===== src/rtl/sbd_pkg.sv =====
// sparse byte diff codec: shared types and constants
// no dependencies; used by every module of the codec
package sbd_pkg;

    localparam int MAX_DIFFS_DEF       = 1024;
    localparam int MAX_FRAME_BYTES_DEF = 65536;
    localparam int POS_STORE_W         = 16;
    localparam int COUNT_OUT_W         = 11;

    typedef enum logic
    {
        ACT_ENCODE = 1'b0,
        ACT_APPLY  = 1'b1
    } action_t;

    typedef struct packed
    {
        action_t    action;
        logic [7:0] base_byte;
        logic [7:0] new_byte;
        logic       frame_end;
    } item_t;

    typedef struct packed
    {
        logic [7:0]             out_byte;
        logic                   byte_differs;
        logic [COUNT_OUT_W-1:0] diff_count;
        logic [COUNT_OUT_W-1:0] max_diff_count;
        logic                   overflow;
        logic                   frame_done;
    } result_t;

    typedef struct packed
    {
        logic [POS_STORE_W-1:0] position;
        logic [7:0]             value;
    } entry_t;

endpackage


===== src/rtl/sbd_out_stage.sv =====
// sparse byte diff codec: output register between core and result channel
// depends on sbd_pkg
module sbd_out_stage (
    input  logic               clk,
    input  logic               rst_n,
    input  logic               load,
    input  sbd_pkg::result_t   data,
    output logic               free,
    output logic               result_valid,
    input  logic               result_ready,
    output sbd_pkg::result_t   result
);
    import sbd_pkg::*;

    logic    valid_reg, valid_next;
    result_t data_reg;

    assign free = !valid_reg || result_ready;

    always_comb
    begin
        valid_next = valid_reg;
        if (load)
        begin
            valid_next = 1'b1;
        end
        else if (result_ready)
        begin
            valid_next = 1'b0;
        end
    end

    always_ff @(posedge clk or negedge rst_n)
    begin
        if (!rst_n)
        begin
            valid_reg <= 1'b0;
        end
        else
        begin
            valid_reg <= valid_next;
        end
    end

    always_ff @(posedge clk)
    begin
        if (load)
        begin
            data_reg <= data;
        end
    end

    assign result_valid = valid_reg;
    assign result       = data_reg;

endmodule


===== config.mk =====
export PLATFORM = sky130hd
export DESIGN_NAME = sbd_out_stage
export DESIGN_NICKNAME = d
export VERILOG_FILES = /design/src/rtl/sbd_pkg.sv /design/src/rtl/sbd_out_stage.sv
export SDC_FILE = /design/constraint.sdc
export NUM_CORES = 1
export LEC_CHECK = 0
export BUFFER_PORTS_ARGS = -buffer_cell sky130_fd_sc_hd__clkbuf_2
export CORE_ASPECT_RATIO = 0.9
export CORE_MARGIN = 2
export CORE_UTILIZATION = 39
export DETAILED_ROUTE_END_ITERATION = 6
export GPL_ROUTABILITY_DRIVEN = 0
export PLACE_DENSITY = 0.78
export SETUP_SLACK_MARGIN = 0.05
export SKIP_LAST_GASP = 1
export SYNTH_ARGS = -nofsm -noshare
export SYNTH_HDL_FRONTEND = slang
export SYNTH_SLANG_ARGS = --single-unit

===== constraint.sdc =====
create_clock -name clk -period 0.8 [get_ports clk]
set_input_delay 0.12 -clock clk [delete_from_list [all_inputs] [get_ports clk]]
set_output_delay 0.12 -clock clk [all_outputs]
set_load 0.02 [all_outputs]

==> out/metrics.cfg <==
[global_routing]
top_usage_layer = met2
grtUsageMet2_pct = 30.1
grt_pass1_wl_um = 3960
grt_pass1_vias = 869
grt_max_degree = 20
use_met3_pct = 9.78
grt.total_usage_pct = 18.4
antenna_found_initial = 0
grt-ovfl-total = 0
grt_use_met1_pct = 18.6

[pwr]
p_leak_nw = 0.891
vdd_drop_max_v = 0.00187
power.total_mw = 3.85
power.density_nw_per_um2 = 1880

[yosys]
yosys_warnings = 0
synth_area_um2 = 1040
syn-num-nets = 73
synth_top_area_share_pct = 95.4
yosys-top-cells-area = edfxtp_1 95%, dfrtp_1 2.4%, nand2b_4 1.3%, nand2b_2 0.84%
synthCells = 36
avgSynthCellArea_um2 = 28.8
yosysTopAreaCell = edfxtp_1
ys_ff_latch = 34
ys_seq_area_share_pct = 97.8
synth_cell_types = 4

[timing]
slew_viol_final = 0
final.setup.tns_ps = -7500
max_freq_mhz = 914
rsz0062_at_grt = true
post-route-min-period_ps = 1090
finalClockSkew_ps = 0
hold_violations = 0
finalSetupViolations = 36
finalWorstSetupSlack_ps = -294
fin_crit_sh_pct = 137
max_slew.worst_pin.slew_ps = 137
max-slew-margin-rel_pct = 90.9

[final_layout]
area_delta_synth_final_pct = 97.5
layout.nets = 189
drive_gt1_share_pct = 54.9
fin_cells = 181
fillers = 133
antenna_cells = 0

[clock_network]
h-tree-depth = 2
clk_path_buf_depth = 2
clk_latency_ps = 330
cts-root-buf = clkbuf_4
cts_sinks = 34
cts.reportedPaths.clkPinSlew_ps = 100
cts_made_buffers = 5
tritoncts = yes

[worst_setup_path]
required_ps = 680
reg2regPathDepth = 4
cp_max_fo = 2
path_class = reg -> out
cp.arrival_ps = 970
start_kind = flop
cp-end-kind = output port

[run_status]
violations = setup timing
status = finished with violations

[placed_design]
portBuffers = 71
dp_cells = 137

[detailed_routing]
wl_per_cell_um = 18.4
via_count = 839
drtPass1Iterations = 4
drtIter0Drc = 24
wirelength_um = 3330
postRouteAntennaNets = 0
drcViolationCount = 0
via_per_inst = 4.64

[die]
dieArea_um2 = 3090
die_w_um = 58.4
start_util_pct = 41.7
fp.coreArea_um2 = 2490
rows = 17
die_h_um = 53.0
io_pins = 72

[min_path]
min_path_type = in -> async

[flow_run]
drv_cap = 0

metal layers:
| metal | vias up | share of wire [%] |
|---|---|---|
| met5 | - | 0 |
| li1 | 378 | - |
| met1 | 387 | 36 |
| met3 | 10 | 12 |
| met4 | 0 | 2.8 |
| met2 | 64 | 50 |
critical path: stages, from the launching register on:
cell      delay [ps]
dfrtp_2          440
nand2b_4          90
buf_8            110
cell usage in the layout (no fill, tap or decap), drive strengths merged:
cell	n
buf	38
clkbuf	43
clkinv	2
dfrtp	1
dlygate4sd3	34
edfxtp	33
nand2b	2
sequential cells by signal, summed over array words and instances (netlist names):
name / cells
result: 33
result_valid: 1
metrics by stage:
step | setup slack (ps) | cell area [µm²] | hold slack, ps | util, %
final | -294 | 2050 | 118 | 82.4
after global routing | -345 | 2050 | 77.3 | 82.4
after global placement | 50.6 | 1470 | -104 | 59.1
after CTS | -305 | 1880 | 72.1 | 75.5
after detailed placement | 43.4 | 1470 | -102 | 59.1
after floorplan | 59.1 | 1040 | -176 | -
cells in the mapped netlist:
master and n:
nand2b_4 1, edfxtp_1 33, dfrtp_1 1, nand2b_2 1
cells by family after synthesis:
logic type       share of synthesized area, %
AND/OR/NAND/NOR                          2.17
flip-flops                               97.8
path summary, 6_finish.rpt:
| check | from | to | slack [ps] |
|---|---|---|---|
| max | result_valid | free | -290 |
| min | rst_n | result_valid | 120 |
| max reg2reg | result_valid | result_valid | -90 |
| min reg2reg | result_valid | result_valid | 810 |
| max in group asynchronous | rst_n | result_valid | 580 |
| min in group clk | load | result[0] | 220 |
repair_timing:
item	in CTS	in global routing
hold buffers	34	0
gates resized for setup	2	86
cloned	0	0
endpoints found under the setup margin	35	36
hold endpoints to repair	34	0
setup buffers	1	1
layout make-up:
cell class	instances	area, µm²	share of cell area [%]
clock buffer	6	41.3	2.01
clock inverter	2	8.76	0.427
multi-input combinational	2	22.5	1.10
sequential	34	1020	49.6
tap	28	35.0	1.71
timing repair buffer	109	926	45.1
report_power, final:
| group | leakage, nW | switching (mW) | internal (mW) | total [mW] |
|---|---|---|---|---|
| Clock | 0.0297 | 0.578 | 0.330 | 0.908 |
| Combinational | 0.528 | 0.343 | 0.420 | 0.763 |
| Sequential | 0.333 | 0.0689 | 2.11 | 2.18 |
Power figures use the tool's default switching activity.
