<file path="src/rtl/sbd_pkg.sv">
// sparse byte diff codec: shared types and constants
// no dependencies; used by every module of the codec
package sbd_pkg;

    localparam int MAX_DIFFS_DEF       = 1024;
    localparam int MAX_FRAME_BYTES_DEF = 65536;
    localparam int POS_STORE_W         = 16;
    localparam int COUNT_OUT_W         = 11;

    typedef enum logic
    {
        ACT_ENCODE = 1'b0,
        ACT_APPLY  = 1'b1
    } action_t;

    typedef struct packed
    {
        action_t    action;
        logic [7:0] base_byte;
        logic [7:0] new_byte;
        logic       frame_end;
    } item_t;

    typedef struct packed
    {
        logic [7:0]             out_byte;
        logic                   byte_differs;
        logic [COUNT_OUT_W-1:0] diff_count;
        logic [COUNT_OUT_W-1:0] max_diff_count;
        logic                   overflow;
        logic                   frame_done;
    } result_t;

    typedef struct packed
    {
        logic [POS_STORE_W-1:0] position;
        logic [7:0]             value;
    } entry_t;

endpackage

</file>
<file path="src/rtl/sbd_core.sv">
// sparse byte diff codec: counters, compare, table update and head-entry prefetch
// depends on sbd_pkg; drives sbd_diff_mem
module sbd_core #(
    parameter int MAX_DIFFS       = sbd_pkg::MAX_DIFFS_DEF,
    parameter int MAX_FRAME_BYTES = sbd_pkg::MAX_FRAME_BYTES_DEF,
    parameter int IDX_W           = (MAX_DIFFS > 1) ? $clog2(MAX_DIFFS) : 1
) (
    input  logic               clk,
    input  logic               rst_n,
    input  logic               fire,
    input  sbd_pkg::item_t     item,
    output sbd_pkg::result_t   result,
    output logic               wr_en,
    output logic [IDX_W-1:0]   wr_idx,
    output sbd_pkg::entry_t    wr_data,
    output logic [IDX_W-1:0]   rd_idx,
    input  sbd_pkg::entry_t    rd_data
);
    import sbd_pkg::*;

    localparam int CNT_W = $clog2(MAX_DIFFS + 1);
    localparam int POS_W = $clog2(MAX_FRAME_BYTES + 1);

    logic [CNT_W-1:0] total_reg, total_next;
    logic [CNT_W-1:0] max_reg, max_next;
    logic [CNT_W-1:0] ptr_reg, ptr_next;
    logic [POS_W-1:0] pos_reg, pos_next;
    logic             ovf_reg, ovf_next;
    logic             fwd_reg;
    entry_t           fwd_data_reg;
    entry_t           entry0_reg;

    logic             start;
    logic             in_range;
    logic             apply;
    logic [CNT_W-1:0] total_eff;
    logic [CNT_W-1:0] ptr_eff;
    logic [CNT_W-1:0] total_new;
    logic [CNT_W-1:0] ptr_new;
    logic             differs;
    logic             match;
    logic             do_write;
    logic             ovf_new;
    entry_t           head;
    entry_t           entry;
    logic [7:0]       out_byte;

    assign head  = fwd_reg ? fwd_data_reg : rd_data;
    assign apply = (item.action == ACT_APPLY);

    always_comb
    begin
        start     = (pos_reg == '0);
        in_range  = (pos_reg < POS_W'(MAX_FRAME_BYTES));
        total_eff = (start && !apply) ? '0 : total_reg;
        ptr_eff   = (start && apply) ? '0 : ptr_reg;
        entry     = start ? entry0_reg : head;
        ovf_new   = (start ? 1'b0 : ovf_reg) | ~in_range;
        do_write  = 1'b0;
        match     = 1'b0;
        differs   = 1'b0;
        total_new = total_eff;
        ptr_new   = ptr_reg;
        out_byte  = item.base_byte;
        unique case (item.action)
            ACT_ENCODE:
            begin
                out_byte = item.new_byte;
                differs  = (item.base_byte != item.new_byte);
                if (differs && in_range)
                begin
                    if (total_eff < CNT_W'(MAX_DIFFS))
                    begin
                        do_write  = 1'b1;
                        total_new = total_eff + CNT_W'(1);
                    end
                    else
                    begin
                        ovf_new = 1'b1;
                    end
                end
            end
            ACT_APPLY:
            begin
                match = in_range && (ptr_eff < total_eff) &&
                        (ptr_eff < CNT_W'(MAX_DIFFS)) &&
                        (entry.position == POS_STORE_W'(pos_reg));
                differs  = match;
                out_byte = match ? entry.value : item.base_byte;
                ptr_new  = ptr_eff + CNT_W'(match);
            end
            default:
            begin
                out_byte = item.base_byte;
            end
        endcase
    end

    always_comb
    begin
        total_next = total_reg;
        max_next   = max_reg;
        ptr_next   = ptr_reg;
        pos_next   = pos_reg;
        ovf_next   = ovf_reg;
        if (fire)
        begin
            total_next = total_new;
            ptr_next   = ptr_new;
            ovf_next   = ovf_new;
            if (!apply && item.frame_end && (total_new > max_reg))
            begin
                max_next = total_new;
            end
            if (item.frame_end)
            begin
                pos_next = '0;
            end
            else if (in_range)
            begin
                pos_next = pos_reg + POS_W'(1);
            end
        end
    end

    assign wr_en            = fire && do_write;
    assign wr_idx           = total_eff[IDX_W-1:0];
    assign wr_data.position = POS_STORE_W'(pos_reg);
    assign wr_data.value    = item.new_byte;
    assign rd_idx           = ptr_next[IDX_W-1:0];

    assign result.out_byte       = out_byte;
    assign result.byte_differs   = differs;
    assign result.diff_count     = COUNT_OUT_W'(total_new);
    assign result.max_diff_count = COUNT_OUT_W'(max_next);
    assign result.overflow       = ovf_new;
    assign result.frame_done     = item.frame_end;

    always_ff @(posedge clk or negedge rst_n)
    begin
        if (!rst_n)
        begin
            total_reg <= '0;
            max_reg   <= '0;
            ptr_reg   <= '0;
            pos_reg   <= '0;
            ovf_reg   <= 1'b0;
            fwd_reg   <= 1'b0;
        end
        else
        begin
            total_reg <= total_next;
            max_reg   <= max_next;
            ptr_reg   <= ptr_next;
            pos_reg   <= pos_next;
            ovf_reg   <= ovf_next;
            fwd_reg   <= wr_en && (wr_idx == rd_idx);
        end
    end

    // bypass of a write that lands on the entry being prefetched, and held copy of entry zero
    always_ff @(posedge clk)
    begin
        fwd_data_reg <= wr_data;
        if (wr_en && (wr_idx == '0))
        begin
            entry0_reg <= wr_data;
        end
    end

endmodule

</file>
<file path="config.mk">
export PLATFORM = sky130hd
export DESIGN_NAME = sbd_core
export DESIGN_NICKNAME = d
export VERILOG_FILES = /design/src/rtl/sbd_pkg.sv /design/src/rtl/sbd_core.sv
export SDC_FILE = /design/constraint.sdc
export NUM_CORES = 1
export LEC_CHECK = 0
export ABC_AREA = 1
export BUFFER_PORTS_ARGS = -buffer_cell sky130_fd_sc_hd__buf_2
export CORE_ASPECT_RATIO = 1.75
export CORE_UTILIZATION = 40
export CTS_CLUSTER_SIZE = 14
export DETAILED_ROUTE_END_ITERATION = 16
export PLACE_DENSITY = 0.67
export SYNTH_ARGS = -nofsm -noshare
export SYNTH_HDL_FRONTEND = slang
export SYNTH_SLANG_ARGS = --single-unit
</file>
<file path="constraint.sdc">
create_clock -name clk -period 11.7 [get_ports clk]
set_input_delay 2.34 -clock clk [delete_from_list [all_inputs] [get_ports clk]]
set_output_delay 2.34 -clock clk [all_outputs]
set_load 0.02 [all_outputs]
</file>
==> metrics.md, run 1 <==
| Metric | Value |
|---|---|
| Outcome | finished, final reports clean |
| Root buffer cell | clkbuf_16 |
| Seq/Total Area, Yosys | between 30% and 40% |
| Routed Antenna Nets | 0 |
| Share of post-route cells with drive strength above 1 | 18.65% |
| Main synth FF type | dfrtp_1 |
| Relative slew slack | 52.93% |
| Nets | 1017 |
| Critical Path RT | 9.36 ns |
| Power share of the clock group | between 30% and 40% |
| Final core occ | 47.01% |
| First-pass GRT wire length | ~27000 microns |
| Hold-fix buffers, CTS | 0 |
| P_sw | 341.3 uW |
| CP Launch Type | primary input |
| Core Area | 0.01546 sq mm |
| Vias in the first global route | 5483 |
| Rows | 60 |
| DR DRC count | 0 |
| CP max-delay cell | nand2_1 |
| GRT Residual Overflow | 0 |
| Peak Freq | between 100 and 150 MHz |
| GRT Util Overall | 21.38% |
| First-pass iteration count of the detailed router | 5 |
| Avg WL per Cell | 15.39 microns |
| Clock Sinks | 100 |
| Switching share of power | roughly 35% |
| I/O pin total | 123 |
| Post-CTS Setup Inserts | 0 |
| Post-synthesis net count | 927 |
| I/O Buffers | about 120 |
| Via density per instance | 5.007 |
| Setup violators final | 0 |
| Sequential share of power | 39.0% |
| Kind of cell adding the most delay to the critical path | buffers and inverters |
| CP arrival | approximately 6.4 ns |
| Period utilization | 74.78% |
| Insertion delay to the later sink of the worst-skew pair | roughly 0.36 ns |
| DP HPWL | 13480 microns |
| CTS buffer count | 9 |
| Crit path capture type | output pin |
| Diode count | 0 |
| CTS tree | built |
| Levels on crit path | 19 |
| Yosys warns | 0 |
| Slew @ Worst Pin | 0.7061 ns |
| Hold Crit Depth | 0 |
| Fin. max-slew vios | 0 |
| Buf/Inv on CP | 8 |
| Initial antenna violation count | 0 |
| Lkg Pwr | 0.003851 uW |
| Worst R2R Path Depth | 32 |
| H-tree depth | 3 |
| Mapped Area | between 0.006 and 0.007 sq mm |
| Yosys reg bits | 100 |
| Crit path time final | 8.749 ns |
| RSZ-0062 raised after global routing | false |
| EDFF count, synth | 24 |
| WS Path Type | primary input to output pin |
| P per Cell Area | around 140 mW/mm^2 |
| Post-cts sizing count | 0 |
| Filler instances | 1584 |
| Yosys cell types | 43 |
| Routability cong. | between 0.9 and 1 |
| Vias | 5683 |
| Synth-to-Final Area Change | 13.78% |
| Hold Vio Cnt, Final | 0 |
| Mapped Avg Cell Area | 7.482 sq um |
| Internal power | 646.6 uW |
| Setup TNS | 0 ns |
| Most used cell, CP | inv_1 |
| Asr flop ratio synth | 52.00% |
| Crit-path max cell delay | 0.43 ns |
| Comb pwr share | 27.9% |
| Clk buf depth | 2 |
| Horiz. Die Dim | 97.54 microns |
| Die H | approximately 170 microns |
| Max cap viols | 0 |
| Clock skew | 0.01075 ns |
| Worst min path class | flop to flop |
| Drt total wl | 17470 microns |
| Starting density of the core | between 40% and 50% |
| DRT iter0 DRCs | 228 |
| Peak supply drop | 0.00007922 V |
| CP Max Fanout | 18 |
| Worst-path clk slew | about 0.070 ns |
| Die area | around 0.017 sq mm |
| Pin count of the biggest net entering global routing | 53 |
| Cells after Synth | 854 |
| Critical path, cell by cell | buf_2 > inv_1 > nand3_2 > nand2_1 > inv_2 > ha_1 > inv_1 > nor2_2 > nand2_1 > xor2_1 > inv_1 > ha_1 > nand4_1 > o311ai_0 > inv_1 > nand2_1 > inv_1 > o21ai_0 > buf_2 |
-- kinds of logic after synthesis --
family	share of synthesized area, %
AOI/OAI and AO/OA	7.069
xor gates and xnor gates	2.408
adders and majority gates	5.483
buffers and inverters	11.65
DFF	39.16
muxes	2.232
and+or+nand+nor	32.00
-- cell usage in the layout, fill, tap and decap left out, types with 9 or more instances in the layout --
master     instances
a21oi_1           21
buf_2            122
clkbuf_16          9
dfrtp_1           52
dfxtp_1           24
edfxtp_1          24
ha_1              28
inv_1            110
mux2i_1           12
nand2_1          253
nand3_1           82
nand4_1           17
nor2_1            54
nor3_1            11
o21ai_0           41
o21ai_1           10
xor2_1             9
-- layout make-up --
cell class | instances | area, sq um | area share, %
timing repair buffer | 125 | 633.1 | 8.708
clock inverter | 7 | 97.59 | 1.342
multi-input combinational | 593 | 3148 | 43.30
inverter | 115 | 431.7 | 5.937
clock buffer | 9 | 225.2 | 3.098
tap | 186 | 232.7 | 3.201
sequential | 100 | 2502 | 34.42
-- layer usage --
| layer | part of all wire, % | global-route usage (%) |
|---|---|---|
| met5 | 0 | 0 |
| met4 | 3.3 | 9.847 |
| met3 | 4.3 | 3.707 |
| met2 | 56 | 41.26 |
| met1 | 37 | 22.03 |
-- through the flow --
stage | setup slack [ns] | instances | power (uW) | hold WS [ns] | area, sq um
global route | 2.566 | 1135 | 1043 | 0.4959 | 7271
floorplan | 4.043 | 854 | 595.7 | 0.4069 | 6390
global placement | 3.037 | 1119 | 668.6 | 0.4436 | 6948
CTS | 2.953 | 1135 | 997.9 | 0.4714 | 7271
finish | 2.951 | 1135 | 987.9 | 0.4713 | 7271
detailed placement | 2.985 | 1119 | 669.9 | 0.4559 | 6948
-- path summary, 6_finish.rpt --
path,start,end,slack [ns]
max in group asynchronous,rst_n,pos_reg[16],9.11
min in group asynchronous,rst_n,pos_reg[15],2.11
max,item[17],result[5],2.95
min reg2reg,pos_reg[1],fwd_data_reg[9],0.47
max reg2reg,pos_reg[0],fwd_reg,6.64
min,pos_reg[1],fwd_data_reg[9],0.47
-- power groups by stage --
stage,Combinational [uW],Clock (uW),Sequential (uW)
3_3_place_gp,276,0,393
4_1_cts,279,334,386
5_1_grt,308,348,388
6_report,275,327,386
2_1_floorplan,206,0,390
3_5_place_dp,277,0,393
-- synthesized netlist by cell type (all sizes together) (7+ instances only) --
| cell type | count | area, sq um |
|---|---|---|
| nor2 | 66 | 335.3 |
| nand2 | 261 | 1010 |
| nand3 | 85 | 447.9 |
| a21oi | 21 | 105.1 |
| mux2i | 12 | 120.1 |
| inv | 114 | 427.9 |
| clkbuf | 7 | 26.28 |
| o21ai | 52 | 264.0 |
| buf | 39 | 286.5 |
| nor3 | 15 | 90.09 |
| nand4 | 17 | 106.4 |
| xor2 | 9 | 78.83 |
| ha | 28 | 350.3 |
| edfxtp | 24 | 720.7 |
| dfrtp | 52 | 1301 |
| dfxtp | 24 | 480.5 |
Note: power is estimated with default switching activity, not from simulation.
==> run 2: changes to the inputs <==
clock period = 8.4 ns   (was 11.7 ns; I/O delays follow)
==> run 2 against run 1 <==
Net effect: die area is the same; register-to-register slack lost 3.3 ns; total power grew 34%; critical endpoint unchanged; clock power grew 24%; non-clock buffer count is the same; largest power group unchanged.
==> metrics.md, run 2 (synthesis gave the netlist of run 1 again) <==
| Metric | Value |
|---|---|
| Outcome | finished, final reports clean |
| Post-cts sizing count | 0 (unchanged) |
| Crit-path max cell delay | 0.42 ns (about the same) |
| Peak Freq | approximately 130 MHz |
| Final core occ | 46.76% (-0.26 points) |
| Hold-fix buffers, CTS | 0 (unchanged) |
| Vias | 5768 (+1.5%) |
| Routed Antenna Nets | 0 (unchanged) |
| Worst-path clk slew | 0.07 ns (about the same) |
| Rows | 60 (unchanged) |
| Clock skew | 0.008359 ns (-0.002394 ns) |
| Routability cong. | 0.9088 (about the same) |
| Diode count | 0 (unchanged) |
| Crit path capture type | output pin |
| Slew @ Worst Pin | 0.7004 ns (-0.005727 ns) |
| I/O Buffers | 122 (unchanged) |
| Share of post-route cells with drive strength above 1 | 18.65% (unchanged) |
| Max cap viols | 0 (unchanged) |
| Filler instances | 1583 (-0.063%) |
| CP Max Fanout | 18 (unchanged) |
| DR DRC count | 0 (unchanged) |
| Crit path time final | 7.450 ns |
| Nets | 1017 (unchanged) |
| First-pass iteration count of the detailed router | 5 (unchanged) |
| WS Path Type | primary input to output pin |
| Buf/Inv on CP | 8 (unchanged) |
| Avg WL per Cell | 15.53 microns (+0.88%) |
| CTS tree | built |
| Period utilization | about 90% |
| Clock Sinks | 100 (unchanged) |
| Setup violators final | 0 (unchanged) |
| Initial antenna violation count | 0 (unchanged) |
| Relative slew slack | 53.31% (+0.38 points) |
| Drt total wl | 17630 microns (+0.88%) |
| Fin. max-slew vios | 0 (unchanged) |
| Root buffer cell | clkbuf_16 |
| Clk buf depth | 2 (unchanged) |
| Critical path, cell by cell | buf_2 > inv_1 > nand3_2 > nand2_1 > inv_2 > ha_1 > inv_1 > nor2_2 > nand2_1 > xor2_1 > inv_1 > ha_1 > nand4_1 > o311ai_0 > inv_1 > nand2_1 > inv_1 > o21ai_0 > buf_2 |
| Peak supply drop | 0.0001324 V (+67%) |
| DP HPWL | 13540 microns (+0.47%) |
| GRT Util Overall | 21.63% (+0.25 points) |
| Most used cell, CP | inv_1 |
| H-tree depth | 3 (unchanged) |
| Most frequent cells in the layout | nand2_1, buf_2, inv_1 |
| Worst min path class | flop to flop |
| Horiz. Die Dim | 97.54 microns (unchanged) |
| Synth-to-Final Area Change | 13.16% |
| Critical Path RT | 6.72 ns (-2.64 ns) |
| RSZ-0062 raised after global routing | false |
| Starting density of the core | 41.32% (unchanged) |
| CTS buffer count | 9 (unchanged) |
| Insertion delay to the later sink of the worst-skew pair | 0.35 ns (about the same) |
| CP max-delay cell | inv_1 |
| Die H | 169.2 microns (unchanged) |
| P per Cell Area | 183.6 mW/mm^2 (+35%) |
| CP Launch Type | primary input |
| Via density per instance | 5.082 (+1.5%) |
| Hold Vio Cnt, Final | 0 (unchanged) |
| Die area | 0.01650 sq mm (unchanged) |
| Vias in the first global route | 5731 (+4.5%) |
| Commonest non-fill, non-tap cell in the layout | nand2_1 |
| I/O pin total | 123 (unchanged) |
| GRT Residual Overflow | 0 (unchanged) |
| Lkg Pwr | 0.003833 uW (-0.46%) |
| First-pass GRT wire length | 27880 microns (+1.5%) |
| Core Area | 0.01546 sq mm (unchanged) |
| Post-CTS Setup Inserts | 0 (unchanged) |
| Pin count of the biggest net entering global routing | 53 (unchanged) |
| Setup TNS | 0 ns (unchanged) |
| CP arrival | 5.77 ns (-0.64 ns) |
| DRT iter0 DRCs | 236 (+3.5%) |
| Kind of cell adding the most delay to the critical path | buffers and inverters |
run 2: changes by cell type in the layout (fill, tap and decap cells not counted), sizes merged:
cell | previous run | this run
inv | 116 | 118
bufinv | 2 | 0
run 2: worst paths after layout:
kind                       slack, ns  cells past startpoint                to        from
max                             0.95                     19         result[5]    item[17]
min                             0.48                      0  fwd_data_reg[13]  pos_reg[5]
max reg2reg                     3.38                     32           fwd_reg  pos_reg[1]
min reg2reg                     0.48                      0  fwd_data_reg[13]  pos_reg[5]
max in group asynchronous       6.47                      2        pos_reg[3]       rst_n
min in group asynchronous       1.45                      2       pos_reg[15]       rst_n
run 2: layout make-up:
class / count / area, sq um / area share (%)
clock buffers: 9 / 225.2 / 3.115
clock inverters: 7 / 57.56 / 0.7960
repair buffers: 125 / 633.1 / 8.756
multi-input cells: 593 / 3148 / 43.54
flip-flops and latches: 100 / 2502 / 34.61
inverters: 115 / 431.7 / 5.970
well taps: 186 / 232.7 / 3.219
run 2: stage by stage:
stage	cell area, sq um	std cells	hold slack (ns)	setup slack, ns	power [uW]
finish	7231	1135	0.4849	0.9504	1328
global route	7231	1135	0.5021	0.5512	1404
detailed placement	6948	1119	0.4626	0.9637	934.6
global placement	6948	1119	0.4438	1.057	931.4
CTS	7231	1135	0.4807	0.9535	1345
floorplan	6390	854	0.4069	2.063	829.8
run 2: per-layer routing:
layer / up-vias / part of all wire, % / GRT usage, %
li1: 2912 / - / -
met1: 2636 / 36 / 22.09
met2: 166 / 54 / 40.83
met3: 54 / 4.3 / 3.089
met4: 0 / 4.9 / 13.43
met5: - / 0 / 0
run 2: report_power, final:
| part | switching, uW | leakage, uW | internal [uW] |
|---|---|---|---|
| Combinational | 269 | 0.00256 | 115 |
| Sequential | 14.3 | 0.00113 | 523 |
| Clock | 201 | 0.000135 | 206 |
| Total | 484 | 0.00383 | 844 |
run 2: worst register-to-register path, delay by kind of cell (launching register included):
family	cells	cell delay (ns)
AOI/OAI and AO/OA	2	0.18
buffers and inverters	5	0.39
and+or+nand+nor	22	3.30
DFF	1	0.44
adders and majority gates	3	0.65
